===== src/one_pkg.sv =====
// ----------------------------------------------------------------------------
// one_pkg: shared constants for the octahedral normal encoder
// The fixed field widths of the packed code.
// ----------------------------------------------------------------------------
package one_pkg;

  localparam int unsigned CODE_SLOT = 16;
  localparam int unsigned PACKED_BITS = 2 * CODE_SLOT;

endpackage


===== src/one_front.sv =====
// ----------------------------------------------------------------------------
// one_front: magnitude, octant fold and numerator setup
// Registers m, the two folded numerators t (n + m for z > 0) and the zero flag.
// ----------------------------------------------------------------------------
module one_front
  import one_pkg::*;
#(
  parameter int unsigned CB = 16
) (
  input  logic                clk,
  input  logic                rst_n,
  input  logic                in_valid,
  input  logic signed [CB-1:0] x,
  input  logic signed [CB-1:0] y,
  input  logic signed [CB-1:0] z,
  output logic                q_valid,
  output logic [CB+1:0]       q_m,
  output logic [CB+2:0]       q_tu,
  output logic [CB+2:0]       q_tv,
  output logic                q_zero
);
  localparam int unsigned MW = CB + 2;

  logic [MW-1:0] ax, ay, az, m;
  logic [MW:0]   tu, tv;
  logic          valid_r;
  logic [MW-1:0] m_r;
  logic [MW:0]   tu_r, tv_r;
  logic          zero_r;

  // magnitudes, full range of the most negative value
  always_comb begin
    ax = x[CB-1] ? MW'(-$signed({{2{x[CB-1]}}, x})) : MW'(x);
    ay = y[CB-1] ? MW'(-$signed({{2{y[CB-1]}}, y})) : MW'(y);
    az = z[CB-1] ? MW'(-$signed({{2{z[CB-1]}}, z})) : MW'(z);
    m  = ax + ay + az;
    if (!z[CB-1] && (z != '0)) begin
      tu = x[CB-1] ? ({1'b0, m} - {1'b0, ax}) : ({1'b0, m} + {1'b0, ax});
      tv = y[CB-1] ? ({1'b0, m} - {1'b0, ay}) : ({1'b0, m} + {1'b0, ay});
    end else begin
      tu = x[CB-1] ? {1'b0, ay} : ({m, 1'b0} - {1'b0, ay});
      tv = y[CB-1] ? {1'b0, ax} : ({m, 1'b0} - {1'b0, ax});
    end
  end

  always_ff @(posedge clk) begin
    if (!rst_n) valid_r <= 1'b0;
    else valid_r <= in_valid;
    m_r    <= m;
    tu_r   <= tu;
    tv_r   <= tv;
    zero_r <= (m == '0);
  end

  assign q_valid = valid_r;
  assign q_m     = m_r;
  assign q_tu    = tu_r;
  assign q_tv    = tv_r;
  assign q_zero  = zero_r;
endmodule


===== config.mk =====
export PLATFORM = sky130hd
export DESIGN_NAME = one_front
export DESIGN_NICKNAME = d
export VERILOG_FILES = /design/src/one_pkg.sv /design/src/one_front.sv
export SDC_FILE = /design/constraint.sdc
export NUM_CORES = 1
export LEC_CHECK = 0
export CAP_MARGIN = 20
export CORE_MARGIN = 8
export CORE_UTILIZATION = 51
export CTS_BUF_LIST = sky130_fd_sc_hd__clkbuf_4
export CTS_CLUSTER_SIZE = 24
export DETAILED_ROUTE_END_ITERATION = 12
export DONT_BUFFER_PORTS = 1
export GPL_ROUTABILITY_DRIVEN = 0
export PLACE_DENSITY = 0.76
export SLEW_MARGIN = 5
export SYNTH_ARGS = -nofsm -noshare
export SYNTH_HDL_FRONTEND = slang
export SYNTH_SLANG_ARGS = --single-unit

===== constraint.sdc =====
create_clock -name clk -period 8.01 [get_ports clk]
set_input_delay 0.4005 -clock clk [delete_from_list [all_inputs] [get_ports clk]]
set_output_delay 0.4005 -clock clk [all_outputs]
set_load 0.005 [all_outputs]

# Word-level counts from Yosys, hierarchy flattened
# Cells that the tools add are included.
# Widths: inputs -> output; s select.
classes:
  n_eq_ne: 0
  n_reduce_logical: 4
  div: 0
  n_mux: 9
  magnitude_cmp: 0
  multipliers: 0
  n_addsub: 11
  shift: 0
  bitwise_logic: 0
ops:
  columns: ["cell", "count"]
  rows:
  - ["$mux 19", 6]
  - ["$mux 18", 3]
  - ["$neg 16->18", 3]
  - ["$add 18x18->19", 2]
  - ["$sub 18x18->19", 2]
  - ["$sub 19x18->19", 2]
  - ["$add 18x18->18", 2]
  - ["$logic_not 18->1", 1]
  - ["$reduce_bool 16->1", 1]
  - ["$logic_and 1x1->1", 1]
  - ["$logic_not 1->1", 1]
totals:
  latchBits: 0
  mem_bits_rw: 0
  n_memories: 0
  in_bits: 51
  output_inout_bits: 58
  regBits: 58
  word_cells: 29
  romBits: 0

# Depth between registers and ports, before layout
depth:
  word_depth: 7
  depth_mapped: 26
  mapped_depth_nobuf: 26

# Least setup slack after synthesis
# OpenSTA, ideal clock, no wires.
synth_path:
  path_type: "input to register"
  start: "input port x[0]"
  end: "register tv_r[18], in the netlist q_tv[18]"
  t_arrival_ps: 5895
  setup_time_ps: 129
  t_required_ps: 7881
  n_path_buf: 0
  setup_slack_ps: 1986
  stages: 24
  path_cell_list: "inv_1 > ha_1 > or3b_4 > or4_4 > o41ai_4 > o21ai_0 > xnor2_2 > fa_1 > inv_1 > ha_1 > inv_1 > nor2_1 > or4_1 > a31oi_1 > a21oi_1 > xor2_1 > ha_1 > a21oi_1 > a21boi_0 > or4_1 > a21oi_1 > nor2_1 > xnor2_1 > o22ai_1"
synth_via:
  elab_chain_len: 7
  word_cells_on_any_way: 10
  cone_classes: "6 x add/sub; 4 x mux"
synth_rtl:
  columns: ["element", "line_no", "source"]
  rows:
  - ["start, declared", "one_front.sv:13", "input logic signed [CB-1:0] x,"]
  - ["$neg 16->18", "one_front.sv:33", "ax = x[CB-1] ? MW'(-$signed({{2{x[CB-1]}}, x})) : MW'(x);"]
  - ["$mux 18 *", "one_front.sv:33", null]
  - ["$add 18x18->18 * (2 in a row)", "one_front.sv:36", "m = ax + ay + az;"]
  - ["named net m[15]", "one_front.sv:24", "logic [MW-1:0] ax, ay, az, m;"]
  - ["$sub 19x18->19 (tied with other cells)", "one_front.sv:42", "tv = y[CB-1] ? {1'b0, ax} : ({m, 1'b0} - {1'b0, ax});"]
  - ["$mux 19 (on tied branches)", "one_front.sv:42, one_front.sv:39", null]
  - ["$mux 19 *", "one_front.sv:37", "if (!z[CB-1] && (z != '0)) begin"]
  - ["named net tv[18]", "one_front.sv:25", "logic [MW:0] tu, tv;"]
  - ["end signal, assigned", "one_front.sv:51", "tv_r <= tv;"]
  - ["end, declared", "one_front.sv:28", "logic [MW:0] tu_r, tv_r;"]
# The timed path passes the listed nets; every way through them passes the cells marked *.
# A chain may end at the register's enable or synchronous reset.

# Final worst setup path
# Ends and elaborated chain as after synthesis.

==> results by group <==
Flow run
  – Max Cap Violations: 0

Final layout
  – Share of layout cells above drive strength 1: 0.05138
  – Fill count: 1447
  – Commonest non-fill, non-tap cell in the layout: nor2_1
  – Non-Filler Instances: 1201
  – Area growth from synthesis to layout: 3.603%
  – Nets: 1171
  – Most frequent cells in the layout: nor2_1, ha_1, nand2_1

Die
  – # IOs: 109
  – Die ar.: 19540 um2
  – Starting Density: 0.5178
  – Die Wd: 139.8 um
  – Chip Height: 139.8 um
  – Std cell rows: 45
  – Core box area: 15090 um2

Global route
  – Total gr overflow: 0
  – Largest net degree at the start of global routing: 45
  – Total GRT Usage: 0.2269
  – First-pass GRT wire length: 35980 um
  – Vias in the first global route: 6961
  – Initial antenna violation count: 1

Placed design
  – IO Port Bufs: 0
  – HPWL after DPL: 18300 um
  – Placed cells: 1188

Timing
  – Setup TNS Final: 0 ns
  – Final period util: 0.7772
  – Final setup vio count: 0
  – RSZ-0062 raised after global routing: false
  – Hold_ws: 0.08695 ns
  – Min Tclk post-route: 6.226 ns
  – Max Slew Vio Count: 0
  – Slew @ Worst Pin: 0.8627 ns
  – Slew headroom: 0.4195
  – Final hold vios: 0
  – FMAX: 160.6 MHz

CTS
  – Sink Count: 58
  – Total CTS buffers: 9
  – Clock root buffer: clkbuf_4
  – Post-CTS Setup Inserts: 0
  – Resized Gates After CTS: 0
  – CTS tree: done
  – Worst-path clk slew: 0.11 ns
  – Clk buf depth: 2
  – # H-tree levels: 3
  – Hold buffers post-CTS: 0

Synth
  – Complex-gate fraction of the synthesized area: 0.2495
  – Asr flop ratio synth: 0
  – Top cell type's share of synthesized area: 0.1486
  – Post-synthesis cell area: 7814 um2
  – #FFs+latches synth: 58
  – EDFF count, synth: 0
  – Yosys cell types: 80
  – Adder-Cell Fraction of Synth Area: 0.1942
  – Simple-Gate Fraction of Synth Area: 0.2019
  – Sequential-to-total area share from yosys stat: 0.1486
  – Mapped Avg Cell Area: 7.698 um2
  – Largest family of logic cells by synthesized area: compound AO/OA/AOI/OAI gates
  – XOR/XNOR Fraction of Synth Area: 0.1488
  – Prevailing post-synth register cell: dfxtp_1
  – Multiplexer share of the synthesized area: 0.01217
  – Synth warn: 0
  – Mapped Cells: 1015
  – Top post-synthesis cells by area: dfxtp_1, ha_1, xnor2_1
  – Leading area contributor after synthesis: dfxtp_1

Route
  – Wire length per cell: 18.58 um
  – Via density: 6.100
  – Total number of vias: 7326
  – DRT antenna net count: 0
  – Final WL: 22310 um
  – Detailed Routing Iterations Pass 1: 6
  – # DRC: 0
  – Drt initial violations: 672

Setup path
  – Crit path kind: primary input to flop
  – Critical Path AT: 6.51 ns
  – Crit end category: flop
  – Crit path required time: 8.29 ns
  – Crit path max fanout: 10
  – Critical Path Start Type: primary input

Power
  – Total chip power: 3.754 mW
  – Part of the power in registers: 0.137
  – Switching Power: 1.947 mW
  – Power per cell area: 463.8 nW/um2
  – Sw Ratio: 0.5185
  – Max VDD drop: 0.1379 mV
  – Logic pwr share: 0.818
  – Clock group share of total power: 0.045
  – Leak: 3.426 nW
  – Internal power: 1.808 mW

Min path
  – Hold Path Class: primary input to flop
  – Hold Path Origin: x[0]
  – Hold Path End: q_tv[0]
  – Hold Crit Depth: 2

Run status
  – Status: finished clean
-- synth_stat cells (8+ instances only) --
| library cell | instances |
|---|---|
| o21bai_1 | 8 |
| clkbuf_1 | 23 |
| nor3_1 | 18 |
| nand2_1 | 89 |
| inv_1 | 55 |
| a31oi_1 | 8 |
| nor2b_1 | 13 |
| xor2_1 | 49 |
| fa_1 | 19 |
| o21a_1 | 19 |
| o211ai_1 | 9 |
| or4_1 | 11 |
| nand2b_1 | 20 |
| ha_1 | 90 |
| xnor2_1 | 80 |
| a21o_1 | 12 |
| or3_1 | 9 |
| nand3_1 | 22 |
| a21oi_1 | 76 |
| a211oi_1 | 12 |
| o21ai_0 | 77 |
| nor2_1 | 98 |
| dfxtp_1 | 58 |
| o31ai_1 | 16 |
-- layout make-up --
cell class | count | area, um2 | share of cell area
Antenna cell | 1 | 2.502 | 0.0003091
Multi-Input combinational cell | 876 | 6332 | 0.7822
Timing Repair Buffer | 8 | 60.06 | 0.007419
Clock inverter | 2 | 8.758 | 0.001082
Inverter | 58 | 220.2 | 0.02720
Tap cell | 188 | 235.2 | 0.02906
Clock buffer | 10 | 75.07 | 0.009274
Sequential cell | 58 | 1161 | 0.1434
-- metal layers --
metal	part of all wire	routed length [um]	GRT usage	up-vias
met5	0	0	0	-
met4	0.022	495	0.07543	0
met3	0.11	2390	0.05609	36
met2	0.43	9596	0.3492	305
met1	0.44	9829	0.3029	3376
li1	-	-	-	3609
-- metrics by stage --
stage	instance area [um2]	worst slack, ns	utilization
after CTS	8093	1.834	0.5363
after global placement	8009	1.578	0.5308
after global routing	8095	1.290	0.5365
final	8095	1.784	0.5365
after detailed placement	8009	1.403	0.5308
after floorplan	7833	1.986	-
-- worst max-delay path by stage --
stage / start / end / slack (ns) / cells past startpoint
2_1_floorplan: x[0] / q_tv[18] / 1.99 / 24
3_5_place_dp: x[0] / q_tv[18] / 1.40 / 24
6_report: x[0] / q_tv[18] / 1.78 / 24
5_1_grt: x[0] / q_tv[18] / 1.29 / 24
3_3_place_gp: x[0] / q_tv[18] / 1.58 / 24
4_1_cts: x[0] / q_tv[18] / 1.83 / 24
-- cells by family (layout without fill, tap and decap cells) --
group / count (synthesis) / count (layout)
buffers and inverters: 86 / 78
adder cells (fa/ha/maj): 110 / 110
AND/OR/NAND/NOR: 324 / 324
AO/OA/AOI/OAI: 295 / 295
XOR/XNOR: 131 / 131
flip-flops: 58 / 58
multiplexers: 9 / 9
other: 2 / 8
-- power by group through the flow --
stage / Clock, mW / Combinational (mW) / Sequential, mW
final: 0.169 / 3.07 / 0.516
after global routing: 0.187 / 3.42 / 0.533
after CTS: 0.175 / 3.02 / 0.524
after detailed placement: 0 / 3.00 / 0.531
after global placement: 0 / 2.95 / 0.531
after floorplan: 0 / 2.42 / 0.501
-- registers in the layout, summed over array words and instances, names as in the netlist --
register and cells:
q_tv 19, q_zero 1, q_valid 1, q_tu 19, q_m 18
-- critical path: stages --
cell and delay (ns):
inv_1 0.07, ha_1 0.25, or3b_4 0.42, or4_4 0.46, o41ai_4 0.37, o21ai_0 0.25
xnor2_2 0.26, fa_1 0.57, inv_1 0.04, ha_1 0.34, inv_1 0.11, nor2_1 0.07
or4_1 0.39, a31oi_1 0.16, a21oi_1 0.10, xor2_1 0.61, ha_1 0.42, a21oi_1 0.21
a21boi_0 0.12, or4_1 0.48, a21oi_1 0.13, nor2_1 0.07, xnor2_1 0.13, o22ai_1 0.09
Note: power is estimated with default switching activity, not from simulation.
