==> src/one_pkg.sv <==
// ----------------------------------------------------------------------------
// one_pkg: shared constants for the octahedral normal encoder
// The fixed field widths of the packed code.
// ----------------------------------------------------------------------------
package one_pkg;

  localparam int unsigned CODE_SLOT = 16;
  localparam int unsigned PACKED_BITS = 2 * CODE_SLOT;

endpackage

==> src/one_div.sv <==
// ----------------------------------------------------------------------------
// one_div: pipelined restoring divider, one quotient bit per stage
// Computes floor(num / den) for the code; pass-through tag travels along.
// ----------------------------------------------------------------------------
module one_div #(
  parameter int unsigned NW = 36,
  parameter int unsigned DW = 19,
  parameter int unsigned QW = 16
) (
  input  logic          clk,
  input  logic          rst_n,
  input  logic          in_valid,
  input  logic [NW-1:0] num,
  input  logic [DW-1:0] den,
  input  logic          in_tag,
  output logic          out_valid,
  output logic [QW-1:0] quo,
  output logic          out_tag
);
  // quotient is known to fit QW bits, so only the top QW bit positions run
  logic [NW-1:0] rem_r [1:QW];
  logic [DW-1:0] den_r [1:QW];
  logic [QW-1:0] q_r   [1:QW];
  logic          v_r   [1:QW];
  logic          tag_r [1:QW];

  for (genvar i = 0; i < QW; i++) begin : g_stage
    localparam int unsigned SH = QW - 1 - i;
    logic [NW-1:0]  rem_in;
    logic [DW-1:0]  den_in;
    logic [QW-1:0]  q_in;
    logic           v_in;
    logic           tag_in;
    logic [NW+QW:0] dsh;
    logic           take;

    // first stage takes the ports, later stages the previous registers
    if (i == 0) begin : g_first
      assign rem_in = num;
      assign den_in = den;
      assign q_in   = '0;
      assign v_in   = in_valid;
      assign tag_in = in_tag;
    end else begin : g_next
      assign rem_in = rem_r[i];
      assign den_in = den_r[i];
      assign q_in   = q_r[i];
      assign v_in   = v_r[i];
      assign tag_in = tag_r[i];
    end

    assign dsh  = (NW + QW + 1)'(den_in) << SH;
    assign take = (NW + QW + 1)'(rem_in) >= dsh;
    always_ff @(posedge clk) begin
      if (!rst_n) v_r[i+1] <= 1'b0;
      else v_r[i+1] <= v_in;
      rem_r[i+1] <= take ? NW'((NW + QW + 1)'(rem_in) - dsh) : rem_in;
      den_r[i+1] <= den_in;
      q_r[i+1]   <= {q_in[QW-2:0], take};
      tag_r[i+1] <= tag_in;
    end
  end

  assign out_valid = v_r[QW];
  assign quo       = q_r[QW];
  assign out_tag   = tag_r[QW];
endmodule

==> src/one_back.sv <==
// ----------------------------------------------------------------------------
// one_back: code scaling and the two dividers
// Forms S*t + m over 2m, divides both codes and packs the result word.
// ----------------------------------------------------------------------------
module one_back
  import one_pkg::*;
#(
  parameter int unsigned CB = 16,
  parameter int unsigned KB = 16
) (
  input  logic                   clk,
  input  logic                   rst_n,
  input  logic                   q_valid,
  input  logic [CB+1:0]          q_m,
  input  logic [CB+2:0]          q_tu,
  input  logic [CB+2:0]          q_tv,
  input  logic                   q_zero,
  output logic                   out_valid,
  output logic [PACKED_BITS-1:0] out_code,
  output logic                   out_zero
);
  localparam int unsigned NW = CB + 3 + KB + 1;
  localparam int unsigned DW = CB + 3;

  logic          v_r, zero_r;
  logic [NW-1:0] nu_r, nv_r;
  logic [DW-1:0] d_r;
  logic [KB-1:0] cu, cv;
  logic          vu, vv, zu, zv;

  // scale stage: S*t + m = (t << KB) - t + m
  always_ff @(posedge clk) begin
    if (!rst_n) v_r <= 1'b0;
    else v_r <= q_valid;
    nu_r   <= (NW'(q_tu) << KB) - NW'(q_tu) + NW'(q_m);
    nv_r   <= (NW'(q_tv) << KB) - NW'(q_tv) + NW'(q_m);
    d_r    <= {q_m, 1'b0};
    zero_r <= q_zero;
  end

  one_div #(.NW(NW), .DW(DW), .QW(KB)) u_div_u (
    .clk, .rst_n, .in_valid(v_r), .num(nu_r), .den(d_r), .in_tag(zero_r),
    .out_valid(vu), .quo(cu), .out_tag(zu));
  one_div #(.NW(NW), .DW(DW), .QW(KB)) u_div_v (
    .clk, .rst_n, .in_valid(v_r), .num(nv_r), .den(d_r), .in_tag(zero_r),
    .out_valid(vv), .quo(cv), .out_tag(zv));

  assign out_valid = vu & vv;
  assign out_zero  = zu | zv;
  assign out_code  = out_zero ? '0 :
      {CODE_SLOT'(cv), CODE_SLOT'(cu)};
endmodule

==> config.mk <==
export PLATFORM = sky130hd
export DESIGN_NAME = one_back
export DESIGN_NICKNAME = d
export VERILOG_FILES = /design/src/one_pkg.sv /design/src/one_div.sv /design/src/one_back.sv
export SDC_FILE = /design/constraint.sdc
export NUM_CORES = 2
export LEC_CHECK = 0
export BUFFER_PORTS_ARGS = -buffer_cell sky130_fd_sc_hd__clkbuf_2
export CAP_MARGIN = 15
export CORE_AREA = 2 2 406 408
export DETAILED_ROUTE_END_ITERATION = 7
export DIE_AREA = 0 0 408 410
export PLACE_DENSITY = 0.72
export SYNTH_ARGS = -nofsm -noshare
export SYNTH_HDL_FRONTEND = slang
export SYNTH_HIERARCHICAL = 1
export SYNTH_SLANG_ARGS = --single-unit
export TNS_END_PERCENT = 10
==> constraint.sdc <==
create_clock -name clk -period 3.7 [get_ports clk]
set_input_delay 0.925 -clock clk [delete_from_list [all_inputs] [get_ports clk]]
set_output_delay 0.925 -clock clk [all_outputs]
set_load 0.01 [all_outputs]
Word-level counts from Yosys, hierarchy flattened. Memory sizes are Yosys's and may differ from the RTL's. Cells that the tools add are included.

Latch bits: 0. Register bits after elaboration: 92. Memories kept: 10. Memory bits (read-only): 0. Output and inout bits: 34. Memory bits (writable): 2336. Bits of input ports: 60. Word-level logic and storage cells: 184.

Memory list: u_div_u.rem_r (words 16, width 36, rd ports 15, clocked after Yosys merged registers in 0, write ports 16, line one_div.sv:21) `logic [NW-1:0] rem_r [1:QW];`; u_div_v.rem_r (words 16, width 36, rd ports 15, clocked after Yosys merged registers in 0, write ports 16, line one_div.sv:21); u_div_u.den_r (words 16, width 19, rd ports 15, clocked after Yosys merged registers in 0, write ports 16, line one_div.sv:22) `logic [DW-1:0] den_r [1:QW];`; u_div_v.den_r (words 16, width 19, rd ports 15, clocked after Yosys merged registers in 0, write ports 16, line one_div.sv:22); u_div_u.q_r (words 16, width 16, rd ports 16, clocked after Yosys merged registers in 0, write ports 16, line one_div.sv:23) `logic [QW-1:0] q_r [1:QW];`; u_div_v.q_r (words 16, width 16, rd ports 16, clocked after Yosys merged registers in 0, write ports 16, line one_div.sv:23); 4 more memories.

Multiplexer cells: 67. Multiply operators: 0. Bitwise gates (word level): 34. Magnitude comparators: 32. Reduce and logical (&&, ||, !) cells: 0. Add/subtract/negate cells: 36. Shifts and indexed selects: 0. Div/mod/pow operators: 0. Equal/unequal tests: 0.

Operator list (number): two-way mux 36 bit (32); adder 36 x 18 -> 36 bit (2); greater-or-equal comparator 36 x 19 -> 1 bit (2); greater-or-equal comparator 36 x 20 -> 1 bit (2); greater-or-equal comparator 36 x 21 -> 1 bit (2); greater-or-equal comparator 36 x 22 -> 1 bit (2); greater-or-equal comparator 36 x 23 -> 1 bit (2); greater-or-equal comparator 36 x 24 -> 1 bit (2); greater-or-equal comparator 36 x 25 -> 1 bit (2); greater-or-equal comparator 36 x 26 -> 1 bit (2); greater-or-equal comparator 36 x 27 -> 1 bit (2); greater-or-equal comparator 36 x 28 -> 1 bit (2); greater-or-equal comparator 36 x 29 -> 1 bit (2); greater-or-equal comparator 36 x 30 -> 1 bit (2); greater-or-equal comparator 36 x 31 -> 1 bit (2); greater-or-equal comparator 36 x 32 -> 1 bit (2); greater-or-equal comparator 36 x 33 -> 1 bit (2); greater-or-equal comparator 36 x 34 -> 1 bit (2); subtractor 35 x 19 -> 36 bit (2); subtractor 36 x 19 -> 36 bit (2); subtractor 36 x 20 -> 36 bit (2); subtractor 36 x 21 -> 36 bit (2); subtractor 36 x 22 -> 36 bit (2); subtractor 36 x 23 -> 36 bit (2); other kinds (15) (91).

Logic depth before layout (Yosys ltp). An unclocked memory read counts as a cell.

Depth in word-level cells: 3. Mapped depth: 15. Mapped depth without buffers: 15.

Hierarchy. The synthesis kept the hierarchy.

By module, submodules not included: one_div at u_div_v (sequential area each 19879.1 um^2, area an instance 41588.6 um^2, instances 1, cells an instance 4357); one_div at u_div_u (sequential area each 19879.1 um^2, area an instance 41089.4 um^2, instances 1, cells an instance 4291); one_back (sequential area each 1841.8 um^2, area an instance 6288.5 um^2, instances 1, cells an instance 708).

Worst setup path after synthesis. Ideal clock, no wire load.

Path type: input -> register. Start: input q_tv[1]. End: register nv_r[35]. Cell stages on the path: 14. Required time: 3.622 ns. Path buffers: 0. Library setup time: 0.078 ns. Data arrival time: 3.545 ns. Setup slack: 0.077 ns. Cells stage by stage: inv_1 ha_1 ha_1 inv_1 fa_1 and2b_1 o2111ai_1 a21bo_2 a2111oi_4 o21ai_2 a211oi_2 o22ai_2 and4b_1 nor3_1.

Cells in the longest elaborated chain, start to end: 2.

RTL lines: start, declared (line one_back.sv:16) `input logic [CB+2:0] q_tv,`; subtractor 35 x 19 -> 36 bit (line one_back.sv:36) `nv_r <= (NW'(q_tv) << KB) - NW'(q_tv) + NW'(q_m);`; adder 36 x 18 -> 36 bit (line one_back.sv:36); end signal, assigned (line one_back.sv:36); end, declared (line one_back.sv:26) `logic [NW-1:0] nu_r, nv_r;`.

No other way between the ends. A chain may end at the register's enable or synchronous reset.

==> metrics.txt <==
status finished clean; synth-to-layout area growth 12.35%; fin crit share 93.31%; Comb power frac 39.5%; cts bufs inserted 201; Iteration-0 DRC Markers 3599; First-pass DRT Iterations 6; largest area contributor in the netlist dfxtp_1; vias in the first global route 63.30k; fin nets 10.45k; simple-gate share of the synthesized area 14.03%; cell family with most CP delay compound AO/OA/AOI/OAI gates; post-synthesis xor/xnor area fraction 7.639%; clk_skew 0.03327 ns; hold crit path type in -> reg; Crit. End Element flip-flop; Compound-Gate Fraction of Synth Area 15.06%; antenna violations before repair 0; synthesis-stage register bit count 2078; CP dominant cell by count o31a_1; Rows 149; Final Hold Fails 0; clk_lat worst skew 0.81 ns; sequential share of power 37.1%; CP max FO 28; Core Box Area 163500 um^2; Via Count 64.02k; Post-DP Area 92740 um^2; # fillers 13.58k; Critical Path AT 4.14 ns; Tot GR Track Use 21.42%; Hold Startpoint q_zero; Slew HR 35.15%; CTS tree built; Achievable Freq 289.6 MHz; cell-by-cell trace of the critical path inv_1, ha_1, nor2b_1, o31a_1, o31a_1, o311ai_1, buf_4, a211o_1, o21ai_1, a21oi_2, buf_12, mux2_2; Mean Syn Cell Area 9.509 um^2; dominant cell by count in the synthesized netlist dfxtp_1; proportion of layout cells with a drive suffix above 1 8.347%; IO Pins 94; Max Cap Viol 0; EDFF count, synth 0; critical path class reg -> reg; switching portion of total power 35.37%; synthesized instance count 9356; Die Width 408 um; Final Instance Area 99950 um^2; area share of fa/ha/maj cells after synthesis 10.80%; worst hold margin 0.2120 ns; Syn Std Cell Area 88970 um^2; Die Y 410 um; total power 91430 uW; RSZ-0062 raised after global routing true; port bufs 93; Crit path buffers/inverters 3; first-pass GRT wire length 301.9 mm; Avg Vias per Cell 5.334; synth unique cells 124; Worst Path Required 4.39 ns; initial core utilization 54.41%; total die area 167300 um^2; CP peak stage delay 0.62 ns; crit path time final 3.453 ns; Clock transition at path regs 0.07 ns; Clock Sinks 2078; final WL 183.7 mm; internal power 59100 uW; clk root buf clkbuf_16; asr flop ratio synth 0%; Most used DFF post-synth dfxtp_1; Max clock buf depth 3; Pwr per Cell Area 914.8 nW/um^2; Post-CTS Setup Bufs 0; RR Startpoint d_r[1]; post-synthesis sequential area ratio 46.76%; static leakage 0.04490 uW; final setup vio count 0; largest net degree at the start of global routing 43; gpl congestion 0.9417; CP startpoint d_r[1]; Clk pwr share 23.5%; Yosys top cell area share 46.76%; Setup Total Neg Slack 0 ns; gr ovfl total 0; hold buffers post-CTS 0; crit start category flip-flop; most frequent cells after synthesis 2078 x dfxtp_1, 857 x inv_1, 710 x ha_1; top post-synthesis cells by area dfxtp_1 47%, ha_1 10%, a21oi_1 3.9%; wire per inst 15.31 um; main combinational cell family by area after synthesis compound AO/OA/AOI/OAI gates; H-tree depth 4; max-slew violation count 0; mux share of post-synthesis cell area 1.288%; Routed Antenna Nets 0; Remaining DRCs 0; Psw 32340 uW; DP HPWL 142.4 mm; synth warn 6; Worst path slowest cell dfxtp_1; Worst-Margin Slew 0.9727 ns; Peak VDD IR 0.0004992 V
-- metrics by stage --
step	setup slack (ns)	instances	utilization (%)
floorplan	0.07742	9359	-
global placement	-0.2686	11630	56.72
detailed placement	-0.3045	11630	56.72
CTS	0.2378	12000	61.13
global route	-0.002784	12000	61.13
finish	0.2475	12000	61.13
-- metal layers --
layer  wire length (um)  part of all wire, %  vias to the layer above  GRT usage [%]
met1              78680                   43                    29200          24.65
met4               7998                  4.4                        0          10.13
met2              90420                   49                     1448          39.08
li1                   -                    -                    32930              -
met5                  0                    0                        -              0
met3               6602                  3.6                      448          2.885
-- registers in the layout (all words and copies together), names as in the netlist --
name and count:
d_r 18, nu_r 36, nv_r 36, u_div_u/den_r 285
u_div_u/q_r 136, u_div_u/rem_r 540, u_div_u/tag_r 16, u_div_u/v_r 16
u_div_v/den_r 285, u_div_v/q_r 136, u_div_v/rem_r 540, u_div_v/tag_r 16
u_div_v/v_r 16, v_r 1, zero_r 1
-- final timing paths --
| path | endpoint | slack, ns | cells past startpoint |
|---|---|---|---|
| worst max register to register | u_div_u/rem_r[0][56] | 0.25 | 12 |
| worst max-delay path | u_div_u/rem_r[0][56] | 0.25 | 12 |
| worst min-delay path | zero_r | 0.21 | 1 |
| worst min register to register | u_div_u/q_r[14][4] | 0.31 | 0 |
-- placed cells by master (no fill, tap or decap), drive strengths merged, types with 40 or more instances in the layout --
master and count:
nor3 188, ha 710, clkinv 46, o21bai 68
buf 149, nand2 683, and3 51, xor2 388
and2 95, clkbuf 364, nand4 101, nor2 585
nor4 131, o21a 94, a21oi 689, nor2b 96
or4 49, xnor2 388, nand3 137, o21ai 571
mux2 97, a31oi 59, inv 873, a21o 260
nand2b 115, or2 42, o31ai 40, dfxtp 2078
or3 85, a211oi 56
-- layout make-up --
type | instances | area [um^2] | area share [%]
antenna | 1 | 2.502 | 0.002504
sequential | 2078 | 41600 | 41.62
tap | 2189 | 2739 | 2.740
timing repair buffer | 242 | 1647 | 1.647
clock inverter | 101 | 1489 | 1.490
multi-input combinational | 6258 | 43520 | 43.54
inverter | 862 | 3238 | 3.240
clock buffer | 271 | 5714 | 5.717
-- cell families (layout without fill, tap and decap cells) --
group / count (synthesis) / after routing
simple gates: 2493 / 2493
compound gates: 2137 / 2137
flops: 2078 / 2078
buf+inv: 1023 / 1476
xor+xnor: 776 / 776
fa+ha+maj: 746 / 746
mux: 102 / 102
other cells: 1 / 5
-- power groups by stage --
stage	logic (uW)	clock network [uW]	registers, uW
after floorplan	28700	0	32800
after global placement	34500	0	34100
after detailed placement	35600	0	34200
after CTS	35800	22000	33800
after global routing	40400	22900	34600
final	36100	21500	33900
-- timing repair --
| action | CTS | global route |
|---|---|---|
| resized for setup | 0 | 1 |
| setup endpoints to repair | 0 | 2 |
| endpoints found under the hold margin | 0 | 0 |
Note: power is estimated with default switching activity, not from simulation.
